### src/sv/pmac_pkg.sv
// Package for the periodic multiply-accumulate unit.
// Holds the register map, the configuration and status structs and the
// control struct shared by the sequencer, the datapath and the top level.
package pmac_pkg;

   localparam int CSR_INDEX_WIDTH = 3;
   localparam int CSR_DATA_WIDTH  = 16;
   localparam int OPERAND_WIDTH   = 32;
   localparam int RESULT_WIDTH    = 32;
   localparam int PRODUCT_WIDTH   = 64;
   localparam int INDEX_WIDTH     = 32;

   localparam logic [CSR_INDEX_WIDTH-1:0] REG_ACCUMULATE_MODE = 3'd0;
   localparam logic [CSR_INDEX_WIDTH-1:0] REG_ITERATION_COUNT = 3'd1;
   localparam logic [CSR_INDEX_WIDTH-1:0] REG_PERIOD_LENGTH   = 3'd2;
   localparam logic [CSR_INDEX_WIDTH-1:0] REG_START_DELAY     = 3'd3;
   localparam logic [CSR_INDEX_WIDTH-1:0] REG_RESULT_SHIFT    = 3'd4;
   localparam logic [CSR_INDEX_WIDTH-1:0] REG_INDEX_STEP      = 3'd5;

   localparam logic CMD_COMPUTE = 1'b0;
   localparam logic CMD_START   = 1'b1;

   localparam logic MODE_ADD = 1'b0;
   localparam logic MODE_SUB = 1'b1;

   typedef struct packed {
      logic        accumulate_mode;
      logic [15:0] iteration_count;
      logic [15:0] period_length;
      logic [7:0]  start_delay;
      logic [5:0]  result_shift;
      logic [7:0]  index_step;
   } cfg_type;

   typedef struct packed {
      logic compute;
      logic zero_base;
      logic done;
   } ctrl_type;

   typedef struct packed {
      logic prod_ready;
      logic acc_valid;
   } pipe_status_type;

endpackage

### src/sv/periodic_mac_unit_core.sv
// Top level of the periodic multiply-accumulate unit.
// Depends on pmac_pkg, pmac_csr, pmac_seq and pmac_datapath.
// The unit takes one beat per clock cycle unless back-pressure from the result port
// stalls it, and delivers at most one result beat per cycle. A compute beat passes
// the input register, product register, accumulator register and output register
// in turn on its way to the result port. Start beats and beats spent in the
// start delay give no result. The data of a result is the shifted accumulator
// of LATENCY-1 computing beats earlier, held in the latency line, and the
// registered accumulator feedback is what sets the rate of one beat a cycle.
module periodic_mac_unit_core #(
   parameter int LATENCY    = 3,
   parameter int DATA_WIDTH = 32
) (
   input  logic                                clock,
   input  logic                                reset,
   input  logic                                req_tvalid,
   output logic                                req_tready,
   input  logic [63:0]                         req_tdata,  // op_a[31:0], op_b[63:32]
   input  logic [0:0]                          req_tuser,  // command[0]
   output logic                                rsp_tvalid,
   input  logic                                rsp_tready,
   output logic [39:0]                         rsp_tdata,  // data_out[31:0], done_res[32], zero
   input  logic                                csr_valid,
   output logic                                csr_ready,
   input  logic [pmac_pkg::CSR_INDEX_WIDTH-1:0] csr_index,
   input  logic [pmac_pkg::CSR_DATA_WIDTH-1:0]  csr_data
);

   pmac_pkg::cfg_type                         cfg;
   pmac_pkg::ctrl_type                        ctrl;
   pmac_pkg::pipe_status_type                 status;
   logic                                      in_vld_ff;
   logic                                      in_cmd_ff;
   logic signed [pmac_pkg::OPERAND_WIDTH-1:0] in_op_a_ff;
   logic signed [pmac_pkg::OPERAND_WIDTH-1:0] in_op_b_ff;
   logic                                      in_move;
   logic                                      req_take;
   logic signed [pmac_pkg::RESULT_WIDTH-1:0]  data_out;
   logic                                      done_res;

   assign in_move    = in_vld_ff && status.prod_ready;
   assign req_tready = !in_vld_ff || status.prod_ready;
   assign req_take   = req_tvalid && req_tready;

   always_ff @(posedge clock) begin
      if (reset) begin
         in_vld_ff <= 1'b0;
      end else if (req_tready) begin
         in_vld_ff <= req_tvalid;
      end
   end

   always_ff @(posedge clock) begin
      if (req_take) begin
         in_cmd_ff  <= req_tuser[0];
         in_op_a_ff <= req_tdata[31:0];
         in_op_b_ff <= req_tdata[63:32];
      end
   end

   pmac_csr u_csr (
      .clock     (clock),
      .reset     (reset),
      .csr_valid (csr_valid),
      .csr_ready (csr_ready),
      .csr_index (csr_index),
      .csr_data  (csr_data),
      .cfg       (cfg)
   );

   pmac_seq u_seq (
      .clock   (clock),
      .reset   (reset),
      .cfg     (cfg),
      .step    (in_move),
      .command (in_cmd_ff),
      .ctrl    (ctrl)
   );

   pmac_datapath #(
      .LATENCY    (LATENCY),
      .DATA_WIDTH (DATA_WIDTH)
   ) u_datapath (
      .clock     (clock),
      .reset     (reset),
      .cfg       (cfg),
      .in_valid  (in_move && ctrl.compute),
      .ctrl      (ctrl),
      .op_a      (in_op_a_ff),
      .op_b      (in_op_b_ff),
      .status    (status),
      .out_valid (rsp_tvalid),
      .out_ready (rsp_tready),
      .data_out  (data_out),
      .done_res  (done_res)
   );

   assign rsp_tdata = {7'd0, done_res, data_out};

   // A stalled beat in the input register keeps its command.
   assert property (@(posedge clock) disable iff (reset)
      (in_vld_ff && !status.prod_ready) |=> (in_vld_ff && $stable(in_cmd_ff)))
      else $error("input register lost a stalled beat");

   // A result appears only when the accumulator stage held a beat.
   assert property (@(posedge clock) disable iff (reset)
      $rose(rsp_tvalid) |-> $past(status.acc_valid))
      else $error("result raised without an accumulated beat");

   // A start beat never reaches the multiplier as a compute beat.
   assert property (@(posedge clock) disable iff (reset)
      (in_move && (in_cmd_ff == pmac_pkg::CMD_START)) |-> !ctrl.compute)
      else $error("start beat treated as compute beat");

endmodule

### src/sv/pmac_csr.sv
// Configuration register file of the periodic multiply-accumulate unit.
// Depends on pmac_pkg for the register map and the configuration struct.
module pmac_csr (
   input  logic                                clock,
   input  logic                                reset,
   input  logic                                csr_valid,
   output logic                                csr_ready,
   input  logic [pmac_pkg::CSR_INDEX_WIDTH-1:0] csr_index,
   input  logic [pmac_pkg::CSR_DATA_WIDTH-1:0]  csr_data,
   output pmac_pkg::cfg_type                   cfg
);

   pmac_pkg::cfg_type cfg_ff;
   pmac_pkg::cfg_type cfg_in;

   assign csr_ready = 1'b1;
   assign cfg       = cfg_ff;

   always_comb begin
      cfg_in = cfg_ff;
      if (csr_valid) begin
         case (csr_index)
            pmac_pkg::REG_ACCUMULATE_MODE: cfg_in.accumulate_mode = csr_data[0];
            pmac_pkg::REG_ITERATION_COUNT: cfg_in.iteration_count = csr_data[15:0];
            pmac_pkg::REG_PERIOD_LENGTH:   cfg_in.period_length   = csr_data[15:0];
            pmac_pkg::REG_START_DELAY:     cfg_in.start_delay     = csr_data[7:0];
            pmac_pkg::REG_RESULT_SHIFT:    cfg_in.result_shift    = csr_data[5:0];
            pmac_pkg::REG_INDEX_STEP:      cfg_in.index_step      = csr_data[7:0];
            default:                       cfg_in = cfg_ff;
         endcase
      end
   end

   always_ff @(posedge clock) begin
      if (reset) begin
         cfg_ff.accumulate_mode <= pmac_pkg::MODE_ADD;
         cfg_ff.iteration_count <= 16'd1;
         cfg_ff.period_length   <= 16'd1;
         cfg_ff.start_delay     <= 8'd0;
         cfg_ff.result_shift    <= 6'd0;
         cfg_ff.index_step      <= 8'd1;
      end else begin
         cfg_ff <= cfg_in;
      end
   end

endmodule

### src/sv/pmac_seq.sv
// Run sequencer: start delay counter, periodic index generator and done flag.
// Depends on pmac_pkg; steps once per beat leaving the input register.
module pmac_seq (
   input  logic              clock,
   input  logic              reset,
   input  pmac_pkg::cfg_type cfg,
   input  logic              step,
   input  logic              command,
   output pmac_pkg::ctrl_type ctrl
);

   logic [7:0]                       delay_left_ff, delay_left_in;
   logic [15:0]                      period_pos_ff, period_pos_in;
   logic [15:0]                      iter_pos_ff, iter_pos_in;
   logic [pmac_pkg::INDEX_WIDTH-1:0] index_pos_ff, index_pos_in;
   logic [pmac_pkg::INDEX_WIDTH-1:0] held_index_ff, held_index_in;
   logic                             done_ff, done_in;
   logic                             compute;

   assign compute = (command == pmac_pkg::CMD_COMPUTE) && (delay_left_ff == 8'd0);

   always_comb begin
      delay_left_in = delay_left_ff;
      period_pos_in = period_pos_ff;
      iter_pos_in   = iter_pos_ff;
      index_pos_in  = index_pos_ff;
      held_index_in = held_index_ff;
      done_in       = done_ff;
      if (command == pmac_pkg::CMD_START) begin
         delay_left_in = cfg.start_delay;
         period_pos_in = 16'd0;
         iter_pos_in   = 16'd0;
         index_pos_in  = '0;
         held_index_in = '0;
         done_in       = 1'b0;
      end else if (delay_left_ff != 8'd0) begin
         delay_left_in = delay_left_ff - 8'd1;
      end else begin
         if (iter_pos_ff < cfg.iteration_count) begin
            if (period_pos_ff < cfg.period_length) begin
               period_pos_in = period_pos_ff + 16'd1;
               held_index_in = index_pos_ff;
               index_pos_in  = index_pos_ff + pmac_pkg::INDEX_WIDTH'(cfg.index_step);
            end
            if (period_pos_in == cfg.period_length) begin
               period_pos_in = 16'd0;
               iter_pos_in   = iter_pos_ff + 16'd1;
               index_pos_in  = index_pos_in - pmac_pkg::INDEX_WIDTH'(cfg.period_length);
            end
         end
         if (iter_pos_in == cfg.iteration_count) begin
            iter_pos_in = 16'd0;
            done_in     = 1'b1;
         end
      end
   end

   assign ctrl.compute   = compute;
   assign ctrl.zero_base = (held_index_in == '0);
   assign ctrl.done      = done_in;

   always_ff @(posedge clock) begin
      if (reset) begin
         delay_left_ff <= 8'd0;
         period_pos_ff <= 16'd0;
         iter_pos_ff   <= 16'd0;
         index_pos_ff  <= '0;
         held_index_ff <= '0;
         done_ff       <= 1'b0;
      end else if (step) begin
         delay_left_ff <= delay_left_in;
         period_pos_ff <= period_pos_in;
         iter_pos_ff   <= iter_pos_in;
         index_pos_ff  <= index_pos_in;
         held_index_ff <= held_index_in;
         done_ff       <= done_in;
      end
   end

endmodule

### src/sv/pmac_datapath.sv
// Datapath: product register, accumulator, output shifter and latency line.
// Depends on pmac_pkg; each stage moves on when the stage after it is free.
module pmac_datapath #(
   parameter int LATENCY    = 3,
   parameter int DATA_WIDTH = 32
) (
   input  logic                                      clock,
   input  logic                                      reset,
   input  pmac_pkg::cfg_type                         cfg,
   input  logic                                      in_valid,
   input  pmac_pkg::ctrl_type                        ctrl,
   input  logic signed [pmac_pkg::OPERAND_WIDTH-1:0] op_a,
   input  logic signed [pmac_pkg::OPERAND_WIDTH-1:0] op_b,
   output pmac_pkg::pipe_status_type                 status,
   output logic                                      out_valid,
   input  logic                                      out_ready,
   output logic signed [pmac_pkg::RESULT_WIDTH-1:0]  data_out,
   output logic                                      done_res
);

   logic                                      prod_vld_ff;
   logic signed [pmac_pkg::PRODUCT_WIDTH-1:0] prod_ff;
   logic                                      prod_zero_ff;
   logic                                      prod_done_ff;
   logic                                      acc_vld_ff;
   logic [pmac_pkg::PRODUCT_WIDTH-1:0]        acc_ff, acc_in;
   logic                                      acc_done_ff;
   logic                                      out_vld_ff;
   logic                                      out_done_ff;
   logic [DATA_WIDTH-1:0]                     line_ff [LATENCY];
   logic [pmac_pkg::PRODUCT_WIDTH-1:0]        shifted;
   logic                                      out_free, acc_free, prod_free;
   logic                                      acc_move, prod_move;
   logic [pmac_pkg::PRODUCT_WIDTH-1:0]        base;

   assign out_free  = !out_vld_ff || out_ready;
   assign acc_free  = !acc_vld_ff || out_free;
   assign prod_free = !prod_vld_ff || acc_free;
   assign acc_move  = acc_vld_ff && out_free;
   assign prod_move = prod_vld_ff && acc_free;

   assign status.prod_ready = prod_free;
   assign status.acc_valid  = acc_vld_ff;

   assign base   = prod_zero_ff ? '0 : acc_ff;
   assign acc_in = (cfg.accumulate_mode == pmac_pkg::MODE_SUB) ?
                   base - pmac_pkg::PRODUCT_WIDTH'(prod_ff) :
                   base + pmac_pkg::PRODUCT_WIDTH'(prod_ff);

   assign shifted = pmac_pkg::PRODUCT_WIDTH'($signed(acc_ff) >>> cfg.result_shift);

   always_ff @(posedge clock) begin
      if (reset) begin
         prod_vld_ff <= 1'b0;
         acc_vld_ff  <= 1'b0;
         out_vld_ff  <= 1'b0;
         acc_ff      <= '0;
         for (int i = 0; i < LATENCY; i++) begin
            line_ff[i] <= '0;
         end
      end else begin
         if (prod_free) begin
            prod_vld_ff <= in_valid;
         end
         if (acc_free) begin
            acc_vld_ff <= prod_vld_ff;
         end
         if (out_free) begin
            out_vld_ff <= acc_vld_ff;
         end
         if (prod_move) begin
            acc_ff <= acc_in;
         end
         if (acc_move) begin
            line_ff[0] <= shifted[DATA_WIDTH-1:0];
            for (int i = 1; i < LATENCY; i++) begin
               line_ff[i] <= line_ff[i-1];
            end
         end
      end
   end

   always_ff @(posedge clock) begin
      if (in_valid && prod_free) begin
         prod_ff      <= op_a * op_b;
         prod_zero_ff <= ctrl.zero_base;
         prod_done_ff <= ctrl.done;
      end
      if (prod_move) begin
         acc_done_ff <= prod_done_ff;
      end
      if (acc_move) begin
         out_done_ff <= acc_done_ff;
      end
   end

   assign out_valid = out_vld_ff;
   assign data_out  = pmac_pkg::RESULT_WIDTH'($signed(line_ff[LATENCY-1]));
   assign done_res  = out_done_ff;

endmodule

### config.mk
export PLATFORM = sky130hd
export DESIGN_NAME = periodic_mac_unit_core
export DESIGN_NICKNAME = d
export VERILOG_FILES = /design/src/sv/pmac_pkg.sv /design/src/sv/periodic_mac_unit_core.sv /design/src/sv/pmac_csr.sv /design/src/sv/pmac_seq.sv /design/src/sv/pmac_datapath.sv
export SDC_FILE = /design/constraint.sdc
export NUM_CORES = 2
export LEC_CHECK = 0
export BUFFER_PORTS_ARGS = -buffer_cell sky130_fd_sc_hd__buf_2
export CAP_MARGIN = 20
export CORE_UTILIZATION = 60
export CTS_CLUSTER_DIAMETER = 150
export DETAILED_ROUTE_END_ITERATION = 10
export PLACE_DENSITY = 0.77
export SLEW_MARGIN = 0
export SYNTH_ARGS = -nofsm -noshare
export SYNTH_HDL_FRONTEND = slang
export SYNTH_SLANG_ARGS = --single-unit
### constraint.sdc
create_clock -name clock -period 23.6 [get_ports clock]
set_clock_uncertainty 0.1 [all_clocks]
set_input_delay 5.9 -clock clock [delete_from_list [all_inputs] [get_ports clock]]
set_output_delay 5.9 -clock clock [all_outputs]
set_load 0.005 [all_outputs]
* Yosys cells after proc, flatten, opt, wreduce, memory -nomap -nowiden
Memories as Yosys holds them, arrays and structs flattened. Cells that the tools add are included.
Operators by class: shift-type cells 1, add/subtract/negate cells 7, bitwise gates (word level) 4, multiplexer cells 42, order comparisons 2, multiply operators 1, eq/ne operators 8, reduce and logical (&&, ||, !) cells 30
Operators with widths (count):
- two-way mux 32 bit | 15
- two-way mux 16 bit | 15
- two-way mux 64 bit | 2
- adder 64 bit | 1
- multiplier 32 x 32 -> 64 bit | 1
- >>> shifter 64 x 6 -> 32 bit | 1
- subtractor 64 bit | 1
- adder 16 x 1 -> 16 bit, second input constant | 2
- adder 32 x 8 -> 32 bit | 1
- == test 16 bit | 2
- zero test 32 bit | 1
- < comparator 16 bit | 2
- subtractor 32 x 16 -> 32 bit | 1
- two-way mux 8 bit | 2
- AND reduction 2 bit | 8
- zero test 8 bit | 1
- two-way mux 1 bit | 8
- nonzero test 8 bit | 1
- subtractor 8 x 1 -> 8 bit, second input constant | 1
- logical AND 1 bit | 7
- == test 3 x 2 -> 1 bit, second input constant | 2
- == test 3 bit, second input constant | 2
- zero test 1 bit | 4
- logical OR 1 bit | 4
- other kinds (7) | 10
Word-level totals: logic and storage cells 121, input bits 89, RAM bits 96, memories 1, output and inout port bits 43, register bits 361
Memory list:
- u_datapath.line_ff | depth 3, bits a word 32, rd ports 3, clocked after Yosys merged registers in 0, wr ports 3, RTL line pmac_datapath.sv:30 | logic [DATA_WIDTH-1:0] line_ff [LATENCY];

* Depth between registers and ports, before layout
depth in word-level cells 14, gate-level depth with buffers 33, depth with buffers taken out 31

* Modules after synthesis
A second synthesis with hierarchy kept.
Unflattened totals: cell total of the unflattened synthesis 7268, area, all modules 66417.4 µm²
Modules (own cells, without submodules):
- pmac_datapath | area each 53133.5 µm², sequential area each 6266.0 µm², cells each 5747, times used 1
- pmac_seq | area each 8902.3 µm², sequential area each 2102.0 µm², cells each 1233, times used 1
- pmac_csr | area each 2296.0 µm², sequential area each 1101.1 µm², cells each 207, times used 1
- periodic_mac_unit_core | area each 2085.8 µm², sequential area each 1971.9 µm², cells each 81, times used 1

* Least setup slack after synthesis
OpenSTA, ideal clock, no wires.
path kind input to output, from input port rsp_tready, to output port req_tready, slack 11.290 ns, buffers on the path 0, stages 2, arrival time 6.310 ns, data required time 17.600 ns, cell sequence nor2b_1 -> nand4_1
Between the ends: longest elaborated chain between the ends 4
RTL lines:
- start: declaration | RTL line periodic_mac_unit_core.sv:21 | input logic rsp_tready,
- logical OR 1 bit | RTL line pmac_datapath.sv:36 | assign out_free = !out_vld_ff || out_ready;
- logical OR 1 bit | RTL line pmac_datapath.sv:37 | assign acc_free = !acc_vld_ff || out_free;
- logical OR 1 bit | RTL line pmac_datapath.sv:38 | assign prod_free = !prod_vld_ff || acc_free;
- logical OR 1 bit | RTL line periodic_mac_unit_core.sv:42 | assign req_tready = !in_vld_ff || status.prod_ready;
- end: declaration | RTL line periodic_mac_unit_core.sv:17 | output logic req_tready,
Every way passes these cells.

* Worst setup path in the final report
Ends and elaborated chain as after synthesis.

==> summary.md <==
| Metric | Value |
|---|---|
| Setup CP Type | `primary input to output pin` |
| RSZ-0062 raised after global routing | `false` |
| Area delta synth->final | `4.956%` |
| Crit path max-delay cell type | `nor2b_1` |
| Final instance area | `0.06810 mm²` |
| Synth warnings | `0` |
| Cts hold-fix bufs | `0` |
| Reg2reg path depth | `28` |
| Clock transition at path regs | `0.06 ns` |
| #FFs+latches synth | `457` |
| Count of cell types in the netlist | `85` |
| Post-synth top flop | `edfxtp_1` |
| Max Cap Viol | `0` |
| Root Buffer | `clkbuf_16` |
| Grt ovf | `0` |
| Minimum clock period | `12.70 ns` |
| Internal reg-to-reg setup slack | `14.01 ns` |
| Fraction of registers with async set/reset | `0` |
| Vias per inst | `5.879` |
| DRC Markers | `0` |
| Crit path capture type | `output pin` |
| Die Y | `330.8 µm` |
| Worst-Margin Slew | `1.110 ns` |
| Final nets | `8482` |
| Initial antenna violation count | `3` |
| Largest net degree at the start of global routing | `97` |
| Startpoint types | `primary input` |
| Final setup viols | `0` |
| Crit-path cells | `buf_2 -> nor2b_1 -> nand4_1 -> buf_2` |
| Die width | `330.8 µm` |
| Layout fillers | `8752` |
| Arrival time worst endpoint | `6.70 ns` |
| Fin. Hold Viols | `0` |
| DRT Pass-1 Iters | `6` |
| Port Buf Inserts | `123` |
| Setup Slack @ Placement | `10.91 ns` |
| Critical Path RT | `17.60 ns` |
| Worst skew pair latency | `0.66 ns` |
| Die area | `0.1095 mm²` |
| Placed Cells | `8345` |
| CTS tree | `built` |
| Seq/Total Area, Yosys | `0.1763` |
| HP Class | `register to register` |
| Number of buffers created by CTS | `53` |
| CORE AREA | `0.1072 mm²` |
| Gr usage total | `0.3096` |
| Final period util | `0.5381` |
| First-pass GRT wire length | `267600 µm` |
| IO Count | `132` |
| Fin cells | `8450` |
| CP max FO | `6` |
| Hold depth | `0` |
| DR vias | `49674` |
| Post-CTS sizing | `0` |
| Post-synthesis instance area | `0.06488 mm²` |
| Cell row count | `120` |
| Status | `completed` |
| Worst reg2reg path endpoint | `u_datapath.prod_ff[62]` |
| Area after DPL | `0.06623 mm²` |
| Setup Buffers After CTS | `0` |
| Slew HR | `0.2594` |
| Max-slew violations | `0` |
| Post-synth EDFFs | `229` |
| Clock Sinks | `457` |
| CP dominant cell by count | `buf_2` |
| Routed len/inst | `19.58 µm` |
| Achievable Freq | `0.07875 GHz` |
| Worst Hold End | `u_datapath.acc_done_ff` |
| Setup TNS | `0 ns` |
| DR iter-0 viols | `3828` |
| Placer Congestion | `0.9466` |
| Worst Hold Launch | `u_datapath.prod_done_ff` |
| Hpwl dp | `121000 µm` |
| R2r startpoint | `in_op_a_ff[16]` |
| Synthesized instance count | `7151` |
| Critical path's largest stage delay | `0.31 ns` |
| Vias in the first global route | `51432` |
| Post-Route WL | `165400 µm` |
| Htree depth | `2` |
| Layout cell share with drive strength beyond 1 | `0.05848` |
| Setup ws final | `10.90 ns` |
| Antenna viol nets, final | `0` |
| Starting Density | `0.6052` |
| Average cell area after synthesis | `9.073 µm²` |
| Max clock buf depth | `3` |
-- metrics by stage --
| step | hold WS, ns | utilization |
|---|---|---|
| CTS | 0.3221 | 0.6344 |
| detailed placement | 0.3061 | 0.6178 |
| global route | 0.3401 | 0.6352 |
| finish | 0.3210 | 0.6352 |
| floorplan | 0.3003 | - |
| global placement | 0.3024 | 0.6178 |
-- cell usage after synthesis (9+ instances only) --
master	n	area, µm²
xor2_1	54	473.0
nand4_1	33	206.5
nor2_1	346	1299
clkbuf_1	359	1348
and3_1	38	237.7
a311oi_1	13	113.9
xnor2_1	205	1795
a211o_1	10	87.58
or3_1	31	193.9
nor4_1	27	168.9
mux2i_1	64	640.6
a21o_1	119	893.4
a31oi_1	41	256.5
a21boi_0	12	90.09
o21a_1	26	195.2
dfxtp_1	228	4564
and4_1	9	78.83
a22oi_1	36	270.3
inv_1	1052	3949
buf_1	22	82.58
a221oi_1	9	78.83
nor3_1	62	310.3
fa_1	1085	21720
buf_4	42	315.3
mux4_2	49	1104
nor2b_1	90	563.0
o21ai_0	182	910.9
and2_1	598	3741
o21ai_1	18	90.09
ha_1	306	3829
nand2b_1	36	225.2
nand2_1	1006	3776
or2_2	14	87.58
a21oi_1	375	1877
a211oi_1	33	247.7
or4_1	9	67.56
nand3_1	72	360.4
nand3b_1	11	82.58
o311a_1	12	120.1
o21bai_1	30	225.2
o211ai_1	29	217.7
edfxtp_1	229	6877
-- placed cells by master, fill, tap and decap left out, types with 49 or more instances in the layout --
cell type / n
a21o_1: 119
a21oi_1: 375
and2_1: 597
buf_2: 123
buf_4: 92
clkbuf_16: 53
dfxtp_1: 223
edfxtp_1: 229
fa_1: 1085
ha_1: 306
inv_1: 1051
mux2i_1: 64
mux4_2: 49
nand2_1: 1004
nand3_1: 72
nor2_1: 345
nor2b_1: 90
nor3_1: 60
o21ai_0: 181
xnor2_1: 205
xor2_1: 54
-- registers in the layout, indices dropped and copies added, names as in the netlist, 8 cells and up --
| name | count |
|---|---|
| in_op_a_ff | 32 |
| in_op_b_ff | 32 |
| u_csr.cfg | 55 |
| u_datapath.acc_ff | 64 |
| u_datapath.line_ff | 96 |
| u_datapath.prod_ff | 64 |
| u_seq.delay_left_ff | 8 |
| u_seq.held_index_ff | 32 |
| u_seq.index_pos_ff | 32 |
| u_seq.iter_pos_ff | 16 |
| u_seq.period_pos_ff | 16 |
-- worst max-delay path, delay by kind of cell --
family	cells	cell delay, ns
AND/OR/NAND/NOR	2	0.53
buffers and inverters	2	0.28
-- layer usage --
metal	part of all wire	vias to the layer above	wire length [µm]	global-route usage
li1	-	22384	-	-
met1	0.40	24532	65830	0.4085
met2	0.47	2308	77780	0.5072
met3	0.095	448	15720	0.06582
met4	0.037	2	6075	0.1066
met5	0.00011	-	18	0
-- cell families (layout without fill, tap and decap cells) --
| logic type | Yosys count | after routing | share of synthesized area |
|---|---|---|---|
| DFF | 457 | 457 | 0.1763 |
| other | 2 | 10 | 0.0001158 |
| xor gates and xnor gates | 259 | 259 | 0.03496 |
| AOI/OAI and AO/OA | 1024 | 1024 | 0.09853 |
| muxes | 118 | 118 | 0.02775 |
| buffers and inverters | 1490 | 1378 | 0.08886 |
| adders and majority gates | 1391 | 1391 | 0.3938 |
| and+or+nand+nor | 2410 | 2410 | 0.1797 |
-- worst max path at each step --
stage                            end       start  depth (start not counted)  slack, ns
final                     req_tready  rsp_tready                          4      10.90
after global placement    req_tready  rsp_tready                          4      10.98
after floorplan           req_tready  rsp_tready                          2      11.29
after CTS                 req_tready  rsp_tready                          4      10.91
after detailed placement  req_tready  rsp_tready                          4      10.91
after global routing      req_tready  rsp_tready                          4      10.82
-- final cells by class --
| cell class | instances | area, µm² | share of cell area |
|---|---|---|---|
| inverter | 1060 | 3979 | 0.05843 |
| tap | 1403 | 1755 | 0.02578 |
| antenna | 2 | 5.005 | 0.00007350 |
| multi-input combinational | 5210 | 47740 | 0.7010 |
| clock inverter | 35 | 359.1 | 0.005273 |
| clock buffer | 63 | 1414 | 0.02076 |
| timing repair buffer | 220 | 1396 | 0.02051 |
| sequential | 457 | 11450 | 0.1681 |
Power is left out: the tool's default activity adds up to more than one toggle a clock period on the data nets, which glitch-free logic cannot reach.
